$ cat config.mk
export PLATFORM = sky130hd
export DESIGN_NAME = reflective_bar_code_reader
export DESIGN_NICKNAME = d
export VERILOG_FILES = /design/src/rbcr_pkg.sv /design/src/rbcr_decode.sv /design/src/rbcr_core.sv /design/src/reflective_bar_code_reader.sv
export SDC_FILE = /design/constraint.sdc
export NUM_CORES = 1
export LEC_CHECK = 0
export ABC_AREA = 1
export CORE_ASPECT_RATIO = 0.6
export CORE_MARGIN = 3
export CORE_UTILIZATION = 25
export DETAILED_ROUTE_END_ITERATION = 6
export DONT_BUFFER_PORTS = 1
export HOLD_SLACK_MARGIN = 0.15
export PLACE_DENSITY = 0.39
export SLEW_MARGIN = 20
export SYNTH_ARGS = -nofsm -noshare
export SYNTH_HDL_FRONTEND = slang
export SYNTH_SLANG_ARGS = --single-unit
$ cat constraint.sdc
create_clock -name clk -period 10.4 [get_ports clk]
set_input_delay 0.52 -clock clk [delete_from_list [all_inputs] [get_ports clk]]
set_output_delay 0.52 -clock clk [all_outputs]
set_load 0.02 [all_outputs]
$ cat src/rbcr_pkg.sv
// Shared types and constants for the reflective bar code reader.
// Used by every module of the block; depends on nothing else.
package rbcr_pkg;

  localparam int CODE_BITS = 13;
  localparam int SAMPLE_W = 10;
  localparam int TICK_W = 16;
  localparam int COUNT_W = 4;
  localparam int PAY_W = CODE_BITS - 3;
  localparam int MIN_W = SAMPLE_W + 1;
  localparam int CFG_IDX_W = 3;
  localparam int CFG_DATA_W = TICK_W;

  localparam logic [MIN_W-1:0] MIN_RESET = MIN_W'(1024);
  localparam logic [COUNT_W-1:0] BARS_FULL = COUNT_W'(CODE_BITS);

  localparam logic [SAMPLE_W-1:0] NO_CARD_RESET = SAMPLE_W'(200);
  localparam logic [SAMPLE_W-1:0] WHITE_RESET = SAMPLE_W'(950);
  localparam logic [SAMPLE_W-1:0] WIDE_RESET = SAMPLE_W'(500);
  localparam logic [SAMPLE_W-1:0] NARROW_RESET = SAMPLE_W'(850);
  localparam logic [TICK_W-1:0] TIMEOUT_RESET = TICK_W'(1000);

  localparam logic [CFG_IDX_W-1:0] REG_NO_CARD = 3'd0;
  localparam logic [CFG_IDX_W-1:0] REG_WHITE = 3'd1;
  localparam logic [CFG_IDX_W-1:0] REG_WIDE = 3'd2;
  localparam logic [CFG_IDX_W-1:0] REG_NARROW = 3'd3;
  localparam logic [CFG_IDX_W-1:0] REG_TIMEOUT = 3'd4;

  typedef enum logic [1:0] {
    KIND_NARROW = 2'd0,
    KIND_WIDE = 2'd1,
    KIND_FAINT = 2'd2
  } kind_t;

  typedef enum logic [1:0] {
    ORIENT_FORWARD = 2'd0,
    ORIENT_REVERSED = 2'd1,
    ORIENT_NONE = 2'd2
  } orient_t;

  typedef struct packed {
    logic [SAMPLE_W-1:0] no_card_level;
    logic [SAMPLE_W-1:0] white_level;
    logic [SAMPLE_W-1:0] wide_level;
    logic [SAMPLE_W-1:0] narrow_level;
    logic [TICK_W-1:0] timeout_ticks;
  } cfg_t;

  typedef struct packed {
    orient_t orientation;
    logic [PAY_W-1:0] payload;
    logic code_valid;
  } check_t;

  typedef struct packed {
    logic bar_done;
    kind_t bar_kind;
    logic [CODE_BITS-1:0] raw_code;
    logic enough_bars;
    check_t check;
    logic timeout_reset;
  } result_t;

endpackage

$ cat src/rbcr_decode.sv
// Orientation, payload extraction and parity check of one 13-bit code.
// Depends on rbcr_pkg.
module rbcr_decode
  import rbcr_pkg::*;
(
  input  logic [CODE_BITS-1:0] code,
  output check_t               check
);

  logic [CODE_BITS-1:0] reversed;
  logic [CODE_BITS-1:0] oriented;
  logic                 par;

  always_comb begin
    for (int i = 0; i < CODE_BITS; i++) begin
      reversed[CODE_BITS-1-i] = code[i];
    end
  end

  always_comb begin
    if (code[2:0] == 3'b000) begin
      check.orientation = ORIENT_FORWARD;
      oriented = code;
    end else if (code[CODE_BITS-1:CODE_BITS-3] == 3'b000) begin
      check.orientation = ORIENT_REVERSED;
      oriented = reversed;
    end else begin
      check.orientation = ORIENT_NONE;
      oriented = code;
    end
    check.payload = oriented[CODE_BITS-1:3];
    par = ^check.payload[PAY_W-1:3];
    check.code_valid = (check.payload[7] == par) && ((check.payload[8] ^ par) == 1'b1)
                       && check.payload[9];
  end

endmodule

$ cat src/rbcr_core.sv
// Tracking state of the reader: sample classes, bar minimum, shift code,
// bar count and timeout. Depends on rbcr_pkg and rbcr_decode.
module rbcr_core
  import rbcr_pkg::*;
(
  input  logic                clk,
  input  logic                rst,
  input  cfg_t                cfg,
  input  logic                fire,
  input  logic [SAMPLE_W-1:0] sample,
  output result_t             result
);

  logic [CODE_BITS-1:0] shift_code, shift_code_next;
  logic [MIN_W-1:0]     bar_minimum, bar_minimum_next;
  logic                 in_bar, in_bar_next;
  logic                 white_seen, white_seen_next;
  logic [COUNT_W-1:0]   bars_seen, bars_seen_next;
  logic [TICK_W-1:0]    ticks_since_bar, ticks_since_bar_next;

  logic [TICK_W-1:0]    tick_inc;
  logic                 tmo;
  logic [CODE_BITS-1:0] shift_pre, shift_bar;
  logic [COUNT_W-1:0]   bars_pre, bars_bar;
  logic                 no_card, is_white, bar_end, wide, narrow, enough;
  kind_t                kind;
  check_t               check;

  rbcr_decode u_decode (
    .code  (shift_bar),
    .check (check)
  );

  always_comb begin
    tick_inc = (ticks_since_bar != '1) ? ticks_since_bar + TICK_W'(1) : ticks_since_bar;
    tmo = (tick_inc > cfg.timeout_ticks) && (bars_seen != '0);
    shift_pre = tmo ? '1 : shift_code;
    bars_pre = tmo ? '0 : bars_seen;

    no_card = sample < cfg.no_card_level;
    is_white = !no_card && (sample > cfg.white_level);
    bar_end = is_white && in_bar;
    wide = bar_minimum < {1'b0, cfg.wide_level};
    narrow = bar_minimum < {1'b0, cfg.narrow_level};

    if (wide) begin
      kind = KIND_WIDE;
      shift_bar = {shift_pre[CODE_BITS-2:0], 1'b1};
    end else if (narrow) begin
      kind = KIND_NARROW;
      shift_bar = {shift_pre[CODE_BITS-2:0], 1'b0};
    end else begin
      kind = KIND_FAINT;
      shift_bar = shift_pre;
    end
    bars_bar = (bars_pre < BARS_FULL) ? bars_pre + COUNT_W'(1) : bars_pre;
    enough = bars_bar >= BARS_FULL;

    result.timeout_reset = tmo;
    result.bar_done = bar_end;
    result.bar_kind = bar_end ? kind : KIND_NARROW;
    result.raw_code = bar_end ? shift_bar : '0;
    result.enough_bars = bar_end && enough;
    if (bar_end && enough) begin
      result.check = check;
    end else begin
      result.check = '{orientation: ORIENT_FORWARD, payload: '0, code_valid: 1'b0};
    end

    shift_code_next = shift_pre;
    bars_seen_next = bars_pre;
    ticks_since_bar_next = tick_inc;
    in_bar_next = in_bar;
    white_seen_next = white_seen;
    bar_minimum_next = bar_minimum;
    if (no_card) begin
      in_bar_next = 1'b0;
      bar_minimum_next = MIN_RESET;
      white_seen_next = 1'b0;
    end else if (is_white) begin
      white_seen_next = 1'b1;
      if (in_bar) begin
        shift_code_next = shift_bar;
        bars_seen_next = bars_bar;
        ticks_since_bar_next = '0;
        if (enough && check.code_valid) begin
          shift_code_next = '1;
          bars_seen_next = '0;
        end
        in_bar_next = 1'b0;
        bar_minimum_next = MIN_RESET;
      end
    end else if (white_seen) begin
      in_bar_next = 1'b1;
      if ({1'b0, sample} < bar_minimum) begin
        bar_minimum_next = {1'b0, sample};
      end
    end
  end

  always_ff @(posedge clk) begin
    if (rst) begin
      shift_code <= '1;
      bar_minimum <= MIN_RESET;
      in_bar <= 1'b0;
      white_seen <= 1'b0;
      bars_seen <= '0;
      ticks_since_bar <= '0;
    end else if (fire) begin
      shift_code <= shift_code_next;
      bar_minimum <= bar_minimum_next;
      in_bar <= in_bar_next;
      white_seen <= white_seen_next;
      bars_seen <= bars_seen_next;
      ticks_since_bar <= ticks_since_bar_next;
    end
  end

endmodule

$ cat src/reflective_bar_code_reader.sv
// Top level of the reflective bar code reader: configuration registers,
// input register, tracking core and result register. Depends on rbcr_pkg
// and rbcr_core.
//
// Usage: each transaction on the input channel (in_valid, in_ready, sample)
// carries one reflectance sample for one tick. Each accepted sample yields
// exactly one transaction on the result channel (out_valid, out_ready and
// the result fields), in order.
// Path: an accepted sample is registered in the input register, processed
// by the tracking core, and its result is registered in the result register,
// which out_valid presents. Throughput is one sample per cycle while out_ready
// is high; the loop through the tracking state sets that figure.
// Stalls: when the receiver holds out_ready low, the result register holds
// its value, one more sample may wait in the input register, and in_ready
// then falls until the result is taken.
// Configuration: cfg_we writes cfg_data to register cfg_index at the clock
// edge (0 no card level, 1 white level, 2 wide level, 3 narrow level,
// 4 timeout ticks); other indexes are ignored. Write only while idle.
// Reset: rst clears both channels, restores the default thresholds and
// returns the tracking state to no bars and an all-ones shift code.
module reflective_bar_code_reader
  import rbcr_pkg::*;
(
  input  logic                  clk,
  input  logic                  rst,
  input  logic                  cfg_we,
  input  logic [CFG_IDX_W-1:0]  cfg_index,
  input  logic [CFG_DATA_W-1:0] cfg_data,
  input  logic                  in_valid,
  output logic                  in_ready,
  input  logic [SAMPLE_W-1:0]   sample,
  output logic                  out_valid,
  input  logic                  out_ready,
  output logic                  bar_done,
  output logic [1:0]            bar_kind,
  output logic [CODE_BITS-1:0]  raw_code,
  output logic                  enough_bars,
  output logic [1:0]            orientation,
  output logic [PAY_W-1:0]      payload,
  output logic                  code_valid,
  output logic                  timeout_reset
);

  cfg_t                cfg;
  logic                hold_valid;
  logic [SAMPLE_W-1:0] hold_sample;
  logic                move;
  logic                fire;
  result_t             result;
  result_t             out_result;

  always_ff @(posedge clk) begin
    if (rst) begin
      cfg.no_card_level <= NO_CARD_RESET;
      cfg.white_level <= WHITE_RESET;
      cfg.wide_level <= WIDE_RESET;
      cfg.narrow_level <= NARROW_RESET;
      cfg.timeout_ticks <= TIMEOUT_RESET;
    end else if (cfg_we) begin
      unique case (cfg_index)
        REG_NO_CARD: cfg.no_card_level <= cfg_data[SAMPLE_W-1:0];
        REG_WHITE:   cfg.white_level <= cfg_data[SAMPLE_W-1:0];
        REG_WIDE:    cfg.wide_level <= cfg_data[SAMPLE_W-1:0];
        REG_NARROW:  cfg.narrow_level <= cfg_data[SAMPLE_W-1:0];
        REG_TIMEOUT: cfg.timeout_ticks <= cfg_data[TICK_W-1:0];
        default: ;
      endcase
    end
  end

  assign move = !out_valid || out_ready;
  assign fire = hold_valid && move;
  assign in_ready = !hold_valid || move;

  always_ff @(posedge clk) begin
    if (rst) begin
      hold_valid <= 1'b0;
    end else if (in_ready) begin
      hold_valid <= in_valid;
    end
  end

  always_ff @(posedge clk) begin
    if (in_valid && in_ready) begin
      hold_sample <= sample;
    end
  end

  rbcr_core u_core (
    .clk    (clk),
    .rst    (rst),
    .cfg    (cfg),
    .fire   (fire),
    .sample (hold_sample),
    .result (result)
  );

  always_ff @(posedge clk) begin
    if (rst) begin
      out_valid <= 1'b0;
    end else if (move) begin
      out_valid <= hold_valid;
    end
  end

  always_ff @(posedge clk) begin
    if (fire) begin
      out_result <= result;
    end
  end

  assign bar_done = out_result.bar_done;
  assign bar_kind = out_result.bar_kind;
  assign raw_code = out_result.raw_code;
  assign enough_bars = out_result.enough_bars;
  assign orientation = out_result.check.orientation;
  assign payload = out_result.check.payload;
  assign code_valid = out_result.check.code_valid;
  assign timeout_reset = out_result.timeout_reset;

endmodule

Yosys cells after proc, flatten, opt, wreduce, memory -nomap -nowiden:

Index checks and enable logic that the tools add are counted.

* multipliers: 0
* bitwise gates (word level): 3
* reductions and logical operators: 32
* mux-type cells: 32
* $add $sub $neg: 2
* divide/modulo/power cells: 0
* magnitude comparators: 8
* equality and inequality tests: 7
* shifts and indexed selects: 0

Operators with widths (number)
* $mux W13: 9
* $mux W16: 4
* $mux W11: 5
* $mux W4: 6
* $lt A11 B10 Y1: 2
* $add A16 B1 Y16 const B: 1
* $gt A16 B16 Y1: 1
* $ne A16 B16 Y1 const B: 1
* $reduce_and A2 Y1: 7
* $lt A10 B11 Y1: 1
* $gt A10 B10 Y1: 1
* $lt A10 B10 Y1: 1
* $logic_and A1 B1 Y1: 9
* $logic_not A3 Y1: 3
* $reduce_xor A7 Y1: 1
* $eq A3 B2 Y1 const B: 2
* $mux W1: 6
* $reduce_bool A3 Y1: 2
* $add A4 B1 Y4 const B: 1
* $ge A4 B4 Y1 const B: 1
* $lt A4 B4 Y1 const B: 1
* $mux W2: 2
* $reduce_and A4 Y1: 1
* $reduce_bool A4 Y1: 1
* other kinds (10): 15

* latch bits: 0
* register bits after elaboration: 145
* input port bits: 34
* memories kept: 0
* memory bits (read-only): 0
* output and inout bits: 33
* memory bits (writable): 0

Longest topological paths before layout:

Gate-level depths: netlist of run 1.

* word-level depth: 19
* depth in mapped cells: 37
* gate-level depth less buffers: 36

By module:

From an unflattened synthesis of run 1, not the netlist that was laid out.

* cells, all modules: 1122
* area total of the unflattened synthesis: 8325.5 um^2

Modules (own cells, without submodules)
* rbcr_core: cells an instance 705, area an instance 4491.8 um^2, instances 1
* reflective_bar_code_reader: cells an instance 353, area an instance 3477.1 um^2, instances 1
* rbcr_decode: cells an instance 64, area an instance 356.6 um^2, instances 1

Worst setup path before layout of run 1:

OpenSTA, ideal clock, no wires.

* path kind: register to register
* from: register u_core.ticks_since_bar[0]
* to: register u_core.shift_code[11]
* setup time: 0.060 ns
* stages on the path, launching flop included: 30
* data arrival time: 4.176 ns
* buffers on the path: 2
* setup slack: 6.164 ns
* cells stage by stage: dfxtp_1 > ha_1 > nand3_1 > nor3_1 > nand3_1 > nor2_1 > nand2_1 > nand3_1 > xnor2_1 > ha_1 > a21oi_1 > nand2_1 > a21oi_1 > nand2_1 > nand2_2 > inv_2 > buf_2 > nor2_1 > inv_1 > ha_1 > nor3_1 > xor2_1 > a21oi_1 > nand2_1 > nor2_1 > nand4_2 > inv_2 > buf_6 > o21ai_1 > nand2_1

RTL lines
* start, declared: line rbcr_core.sv:19 `logic [TICK_W-1:0] ticks_since_bar, ticks_since_bar_next;`
* start signal, assigned: line rbcr_core.sv:115 `ticks_since_bar <= ticks_since_bar_next;`
* end signal, assigned: line rbcr_core.sv:110 `shift_code <= shift_code_next;`
* end, declared: line rbcr_core.sv:14 `logic [CODE_BITS-1:0] shift_code, shift_code_next;`

Worst setup path in the final report of run 1:

* from: register u_core.ticks_since_bar[0]
* to: register u_core.shift_code[0]

* word-level cells in the longest chain between the ends: 19
* elaborated cells between the ends (all ways): 27
* those cells by class: add/sub (2); order compare (3); eq/ne (2); mux (12); bitwise (1); reduce/logical (7)

RTL lines
* $add A16 B1 Y16 or $ne A16 B16 Y1 (tied branches): line rbcr_core.sv:35 `tick_inc = (ticks_since_bar != '1) ? ticks_since_bar + TICK_W'(1) : ticks_since_bar;`
* $mux W16 *: line rbcr_core.sv:35
* $gt A16 B16 Y1 *: line rbcr_core.sv:36 `tmo = (tick_inc > cfg.timeout_ticks) && (bars_seen != '0);`
* $logic_and A1 B1 Y1 *: line rbcr_core.sv:36
* $mux W13: line rbcr_core.sv:37 `shift_pre = tmo ? '1 : shift_code;`
* $mux W13: line rbcr_core.sv:49 `end else if (narrow) begin`
* $mux W13: line rbcr_core.sv:46 `if (wide) begin`
* $logic_not A3 Y1: line rbcr_decode.sv:24 `end else if (code[CODE_BITS-1:CODE_BITS-3] == 3'b000) begin`
* (+3 left out)
* $eq A1 B1 Y1 or $xor A1 B1 Y1 (tied branches): line rbcr_decode.sv:33 `check.code_valid = (check.payload[7] == par) && ((check.payload[8] ^ par) == 1'b1)`
* $logic_and A1 B1 Y1: line rbcr_decode.sv:33
* $logic_and A1 B1 Y1: line rbcr_decode.sv:34 `&& check.payload[9];`
* $logic_and A1 B1 Y1: line rbcr_core.sv:86 `if (enough && check.code_valid) begin`
* $mux W13: line rbcr_core.sv:86
* $mux W13: line rbcr_core.sv:82 `if (in_bar) begin`
* $mux W13: line rbcr_core.sv:80 `end else if (is_white) begin`
* $mux W13 *: line rbcr_core.sv:76 `if (no_card) begin`

Every way passes the cells marked *; elsewhere a longest branch is shown, timed or not.
A chain may end at the register's enable or synchronous reset.

==> results of run 1 <==
-- cell families after synthesis --
family	count (synthesis)	share of synthesized area, %
AOI/OAI and AO/OA	240	16.98
and+or+nand+nor	369	20.01
buffers and inverters	180	9.007
DFF	145	42.29
xor gates and xnor gates	12	1.341
adders and majority gates	65	10.38
-- metrics by stage --
stage               setup WS, ns  power (mW)  hold slack, ns  area (um^2)  utilization (%)
floorplan                  6.164      0.7376          0.4327         7835                -
global placement           5.061      0.7757          0.4411         8219            27.03
detailed placement         5.024      0.7745          0.4466         8219            27.03
CTS                        4.973       1.442          0.1522         8922            29.34
global route               4.303       1.494          0.1591         8962            29.47
finish                     4.897       1.425          0.1932         8962            29.47
-- synthesized netlist by cell type, drive strengths merged --
| cell | count | area [um^2] |
|---|---|---|
| ha | 65 | 813.3 |
| nor3 | 12 | 60.06 |
| xnor2 | 8 | 70.07 |
| nand3 | 41 | 222.7 |
| nor2 | 87 | 350.3 |
| xor2 | 4 | 35.03 |
| a21oi | 107 | 535.5 |
| buf | 7 | 56.30 |
| a31oi | 1 | 6.260 |
| nand4 | 16 | 106.4 |
| o211ai | 24 | 180.2 |
| o21bai | 8 | 60.06 |
| clkinv | 2 | 7.510 |
| inv | 141 | 529.3 |
| a21boi | 2 | 15.01 |
| nand2 | 209 | 802.0 |
| a21o | 2 | 15.01 |
| o2111ai | 2 | 17.52 |
| or4 | 1 | 7.510 |
| o21a | 5 | 37.54 |
| clkbuf | 30 | 112.6 |
| edfxtp | 41 | 1231 |
| o31ai | 1 | 7.510 |
| o21ai | 85 | 432.9 |
| dfxtp | 104 | 2082 |
| a211oi | 3 | 22.52 |
| or2 | 3 | 18.77 |
-- per-layer routing --
| layer | vias to the layer above | GRT usage (%) | wire length (um) |
|---|---|---|---|
| met4 | 0 | 3.836 | 187 |
| met2 | 151 | 17.43 | 8116 |
| met3 | 11 | 3.489 | 1227 |
| met1 | 3015 | 24.03 | 13670 |
| li1 | 3361 | - | - |
| met5 | - | 0 | 0 |
-- power by group through the flow --
stage          Clock (mW)  Combinational, mW  Sequential (mW)
2_1_floorplan           0              0.109            0.629
3_3_place_gp            0              0.141            0.635
3_5_place_dp            0              0.140            0.635
4_1_cts             0.674              0.146            0.622
5_1_grt             0.700              0.169            0.625
6_report            0.655              0.148            0.622
-- critical path, delay by kind of cell, from the launching register on --
| kind | cells | cell delay [ns] |
|---|---|---|
| adders and majority gates | 2 | 0.56 |
| AOI/OAI and AO/OA | 3 | 0.65 |
| xor gates and xnor gates | 1 | 0.12 |
| and+or+nand+nor | 20 | 3.12 |
| buffers and inverters | 4 | 0.57 |
| DFF | 1 | 0.43 |
-- final cells by class --
type                       instances  area (um^2)
timing repair buffer              17        167.7
clock buffer                      24        485.5
tap                              408        510.5
inverter                         143        536.8
multi-input combinational        686         3821
clock inverter                     8        127.6
fill                            3272        21450
sequential                       145         3313
-- how the worst max path moves through the flow --
stage               cells past startpoint                      start                     to
global placement                       30  u_core.ticks_since_bar[0]   u_core.shift_code[1]
detailed placement                     30  u_core.ticks_since_bar[0]   u_core.shift_code[0]
finish                                 30  u_core.ticks_since_bar[0]   u_core.shift_code[0]
floorplan                              29  u_core.ticks_since_bar[0]  u_core.shift_code[11]
CTS                                    30  u_core.ticks_since_bar[0]   u_core.shift_code[0]
global route                           30  u_core.ticks_since_bar[0]   u_core.shift_code[1]
-- flip-flops by register name (all words and copies together), names as in the netlist, 4 cells and up --
name,cells
hold_sample,10
u_core.bar_minimum,11
cfg,56
raw_code,13
u_core.shift_code,13
payload,10
u_core.ticks_since_bar,16
u_core.bars_seen,4
==> flow_metrics.env, run 1 <==
export IMPL_powerDensity_nw_per_um2=159.0
export IMPL_drt_iter0_drc=465
export IMPL_start_kind="flop"
export IMPL_cp_arrival_ns=5.88
export IMPL_track_usage_pct=14.44
export IMPL_setup_viol=0
export IMPL_clockPowerShare_pct=45.9
export IMPL_hold_path_class="primary input to flop"
export IMPL_vdd_ir_drop_max_uv=96.73
export IMPL_first_pass_iters=4
export IMPL_max_freq_mhz=181.7
export IMPL_worstPathRequired_ns=10.78
export IMPL_fin_crit_ns=5.503
export IMPL_period_share_pct=52.92
export IMPL_nets=1109
export IMPL_syn_nets=1110
export IMPL_core_rowCount=49
export IMPL_ys_seq_area_share_pct=42.29
export IMPL_holdBufCountCts=8
export IMPL_cts_tree="yes"
export IMPL_routabilityCongestion=0.7972
export IMPL_leakage_nw=3.871
export IMPL_numPortBuffers=0
export IMPL_endpoint_kind="flop"
export IMPL_drv_cap=0
export IMPL_p_sw_uw=375.9
export IMPL_vias=6538
export IMPL_hold_path_depth=2
export IMPL_clkLatencyLatePin_ns=0.44
export IMPL_finalHoldViolCount=0
export IMPL_cts_buffers=17
export IMPL_rsz0062_at_grt="false"
export IMPL_final_cell_mix="nand2_1, inv_1, a21oi_1, dfxtp_1, nor2_1"
export IMPL_yosys_warnings=0
export IMPL_cpMostUsedCell="nand2_1"
export IMPL_r2r_end="u_core.shift_code[0]"
export IMPL_fin_cells=1431
export IMPL_antenna_found_initial=0
export IMPL_report_final_slew_viol_count=0
export IMPL_switching_share_pct=26.38
export IMPL_vias_per_cell=4.569
export IMPL_critPathKind="flop to flop"
export IMPL_finClkSkew_ns=0.01262
export IMPL_htreeDepth=4
export IMPL_pwr_share_comb_pct=10.4
export IMPL_reg2reg_depth=30
export IMPL_hpwl_mm=17.00
export IMPL_grt_pass1_vias=6076
export IMPL_ys_ff_latch=145
export IMPL_hold_end="u_core.shift_code[10]"
export IMPL_fp_dieW_um=234.5
export IMPL_layout_commonest_cell="nand2_1"
export IMPL_area_growth_pct=14.39
export IMPL_path_max_fanout=15
export IMPL_cts_resized=0
export IMPL_grt_max_degree=54
export IMPL_slew_headroom_pct=29.27
export IMPL_wire_per_inst_um=16.21
export IMPL_ios=67
export IMPL_start_util_pct=25.77
export IMPL_syn_area_um2=7835
export IMPL_outcome="finished, final reports clean"
export IMPL_die_h_um=143.1
export IMPL_p_int_mw=1.049
export IMPL_tns_ns=0
export IMPL_reg2reg_slack_ns=4.90
export IMPL_worstReg2RegStart="u_core.ticks_since_bar[0]"
export IMPL_ant_nets=0
export IMPL_root_buffer="clkbuf_16"
export IMPL_clk_pin_slew_worst_paths_ns=0.06
export IMPL_antenna_cells=0
export IMPL_cts_sinks=145
export IMPL_grt_overflow_total=0
export IMPL_dp_cells=1387
export IMPL_synth_avg_cell_area_um2=7.750
export IMPL_cts_max_path_buffers=2
export IMPL_synthDistinctLibCells=40
export IMPL_layout_drive_gt1_share_pct=5.670
export IMPL_drc=0
export IMPL_p_seq_share_pct=43.7
export IMPL_dieArea_um2=33570
export IMPL_hp_start="rst"
export IMPL_worst_pin_slew_ns=1.059
export IMPL_grt_pass1_wl_mm=36.54
export IMPL_cp_slowest_cell="o21ai_2"
export IMPL_cp_slowest_stage_delay_ns=0.46
export IMPL_drt_total_wl_mm=23.20
export IMPL_syn_inst=1011
export IMPL_post_cts_setup_buffer_count=0
export IMPL_fp_coreArea_um2=30410
Power figures use the tool's default switching activity.
==> run 2: changes to the inputs <==
Settings changed: ABC_AREA 1 to 0.
Clock period 10.4 ns to 5.1 ns, I/O delays scaled along.
==> run 2 against run 1 <==
  * The flow now finishes with violations (setup timing)
  * Critical path type unchanged
  * Clock power grew 110%
  * Critical endpoint is now u_core.shift_code[1]
  * Count of clock-buffer cells in the layout down 5
  * Maximum frequency up 7.7%
  * Highest routed layer unchanged
==> flow_metrics.env, run 2 <==
export IMPL_synthTopCellsByArea="dfxtp_1, edfxtp_1, ha_1"
export IMPL_syn_nets=1042
export IMPL_grt_overflow_total=0
export IMPL_synthArstFlopShare_pct=0
export IMPL_fp_dieW_um=236.2
export IMPL_grt_pass1_vias=6331
export IMPL_fin_area_um2=9759
export IMPL_cts_buffers=17
export IMPL_area_growth_pct=22.80
export IMPL_endpoint_kind="flop"
export IMPL_reg2reg_depth=27
export IMPL_yosys_area_share_xor_xnor_pct=1.732
export IMPL_root_buffer="clkbuf_16"
export IMPL_worst_pin_slew_ns=1.017
export IMPL_worstReg2RegStart="u_core.ticks_since_bar[5]"
export IMPL_finClkSkew_ns=0.007618
export IMPL_hold_path_depth=2
export IMPL_switching_share_pct=24.42
export IMPL_hpwl_mm=17.32
export IMPL_outcome="finished, violations left"
export IMPL_synth_top_family_by_area="simple AND/OR/NAND/NOR gates"
export IMPL_cts_sinks=145
export IMPL_pwr_share_comb_pct=6.3
export IMPL_yosysMostFrequentCell="nand2_1"
export IMPL_cts_tree="yes"
export IMPL_period_share_pct=100.2
export IMPL_path_max_fanout=6
export IMPL_hold_end="u_core.ticks_since_bar[7]"
export IMPL_worst_slack_ns=-0.01160
export IMPL_reg2reg_slack_ns=-0.01
export IMPL_synth_top_area_share_pct=26.20
export IMPL_die_h_um=144.1
export IMPL_largest_register="cfg"
export IMPL_fillers=3245
export IMPL_wire_per_inst_um=17.23
export IMPL_layout_drive_gt1_share_pct=12.25
export IMPL_hold_path_class="primary input to flop"
export IMPL_post_dp_cell_area_um2=8625
export IMPL_worstPathRequired_ns=5.48
export IMPL_critPathKind="flop to flop"
export IMPL_drt_total_wl_mm=24.32
export IMPL_syn_area_um2=7948
export IMPL_synth_top_area_cell="dfxtp_1"
export IMPL_core_rowCount=49
export IMPL_synthDistinctLibCells=67
export IMPL_report_final_slew_viol_count=0
export IMPL_slew_headroom_pct=31.93
export IMPL_synthSimpleGateAreaFrac_pct=21.38
export IMPL_vias_per_cell=4.706
export IMPL_grt_pass1_wl_mm=38.17
export IMPL_htreeDepth=4
export IMPL_first_pass_iters=5
export IMPL_leakage_nw=4.063
export IMPL_start_kind="flop"
export IMPL_nets=1090
export IMPL_clkLatencyLatePin_ns=0.44
export IMPL_yosys_warnings=0
export IMPL_synth_flop_cell="dfxtp_1"
export IMPL_drt_iter0_drc=401
export IMPL_layout_commonest_cell="nand2_1"
export IMPL_clockPowerShare_pct=48.9
export IMPL_ys_seq_area_share_pct=41.69
export IMPL_synth_mux_area_share_pct=1.165
export IMPL_p_seq_share_pct=44.8
export IMPL_p_sw_uw=677.9
export IMPL_start_util_pct=25.98
export IMPL_reg_top3="cfg x56, u_core.ticks_since_bar x16"
export IMPL_vdd_ir_drop_max_uv=219.0
export IMPL_largest_register_ffs=56
export IMPL_fin_crit_ns=5.112
export IMPL_ant_nets=0
export IMPL_r2r_end="u_core.shift_code[1]"
export IMPL_max_freq_mhz=195.6
export IMPL_regArea_um2=3318
export IMPL_vias=6645
export IMPL_drv_cap=0
export IMPL_cp_arrival_ns=5.49
export IMPL_critical_path_startpoint="u_core.ticks_since_bar[5]"
export IMPL_drc=0
export IMPL_synth_compound_area_share_pct=17.98
export IMPL_syn_inst=943
export IMPL_setup_viol=4
export IMPL_netlist_top_cells_count="nand2_1, dfxtp_1, nor2_1, a21oi_1, inv_1"
export IMPL_multiInputGateArea_um2=4404
export IMPL_grt_max_degree=87
export IMPL_ys_ff_latch=145
export IMPL_track_usage_pct=14.61
export IMPL_routabilityCongestion=0.7741
export IMPL_antenna_cells=0
export IMPL_violations="setup timing"
export IMPL_synth_fa_ha_area_share_pct=10.23
export IMPL_ios=67
export IMPL_final_cell_mix="nand2_1, dfxtp_1, a21oi_1, inv_1, nor2_1"
export IMPL_pre_cts_slack_ns=-0.2148
export IMPL_synth_avg_cell_area_um2=8.428
export IMPL_cts_max_path_buffers=2
export IMPL_antenna_found_initial=0
export IMPL_powerDensity_nw_per_um2=284.5
export IMPL_hp_start="rst"
export IMPL_post_route_util_pct=31.90
export IMPL_p_int_mw=2.099
export IMPL_numPortBuffers=0
export IMPL_fp_coreArea_um2=30590
export IMPL_rsz0062_at_grt="true"
export IMPL_dieArea_um2=34040
export IMPL_finalHoldViolCount=0
export IMPL_clk_pin_slew_worst_paths_ns=0.07
export IMPL_synth_edf_count=41
==> run 2: cell types whose count changed in the layout (fill, tap and decap cells not counted), moves of 13 or more <==
cell / previous run / this run
o211ai_1: 24 / 3
nand2_1: 204 / 163
dlygate4sd3_1: 11 / 29
nor2b_1: 0 / 13
nand3b_1: 0 / 21
a21oi_1: 107 / 81
o21ai_0: 66 / 18
inv_1: 135 / 79
buf_4: 5 / 37
==> run 2: kinds of logic (layout without fill, tap and decap cells) <==
family                   count (synthesis)  in the layout
buffers and inverters                  121            182
AND/OR/NAND/NOR                        373            373
flip-flops                             145            145
AO/OA/AOI/OAI                          217            217
multiplexers                             8              8
adder cells (fa/ha/maj)                 65             65
XOR/XNOR                                14             14
==> run 2: power by group through the flow <==
| stage | Combinational [mW] | Sequential [mW] | Clock [mW] |
|---|---|---|---|
| final | 0.175 | 1.24 | 1.36 |
| after global placement | 0.133 | 1.27 | 0 |
| after floorplan | 0.103 | 1.26 | 0 |
| after CTS | 0.175 | 1.24 | 1.40 |
| after detailed placement | 0.133 | 1.27 | 0 |
| after global routing | 0.196 | 1.25 | 1.45 |
==> run 2: worst max-delay path, cell delays in order, from the launching register on <==
cell	delay, ns
dfxtp_2	0.32
nand4_1	0.17
nor3_4	0.30
nand3_2	0.14
nor2_4	0.14
nand2_4	0.09
and3_4	0.19
nand3_2	0.09
xnor2_2	0.08
ha_1	0.30
nand2_1	0.08
or4_4	0.58
o21ai_4	0.16
o21ai_4	0.09
nand2_2	0.11
inv_2	0.06
ha_4	0.17
a21oi_2	0.11
o21ai_1	0.10
o41ai_2	0.06
a21oi_1	0.11
a221o_1	0.29
nand4b_1	0.26
nor4b_2	0.37
nand2_1	0.15
a21boi_4	0.30
o31ai_1	0.10
a21oi_1	0.11
==> run 2: through the flow <==
stage | power [mW] | cells | hold WS [ns] | TNS (ns)
after floorplan | 1.365 | 943 | 0.3539 | -0.3256
after global placement | 1.403 | 1346 | 0.3536 | -0.7344
after detailed placement | 1.403 | 1346 | 0.3539 | -1.492
after CTS | 2.816 | 1411 | 0.1910 | 0
after global routing | 2.888 | 1412 | 0.2056 | -2.978
final | 2.777 | 1412 | 0.2049 | -0.02674
==> run 2: cell type report <==
cell class	count	area share (%)
clock buffer	19	4.436
clock inverter	13	1.910
inverter	83	3.192
multi-input combinational	677	45.13
sequential	145	34.00
tap	408	5.231
timing repair buffer	67	6.103
==> run 2: timing repair <==
item | in CTS | in global routing
pin swaps | 21 | 22
buffers inserted | 3 | 2
gates resized for setup | 19 | 18
setup endpoints to repair | 10 | 20
hold buffers | 30 | 0
endpoints found under the hold margin | 96 | 0
==> run 2: layer usage <==
layer	track usage (%)	vias up	wire (um)
met1	23.54	3107	14200
met3	3.640	10	1091
met2	18.83	141	8888
li1	-	3387	-
met5	0	-	0
met4	3.178	0	144
==> run 2: worst max-delay path by stage <==
stage	to
finish	u_core.shift_code[1]
global route	u_core.shift_code[6]
CTS	u_core.shift_code[12]
detailed placement	u_core.shift_code[12]
global placement	u_core.shift_code[6]
floorplan	u_core.shift_code[10]
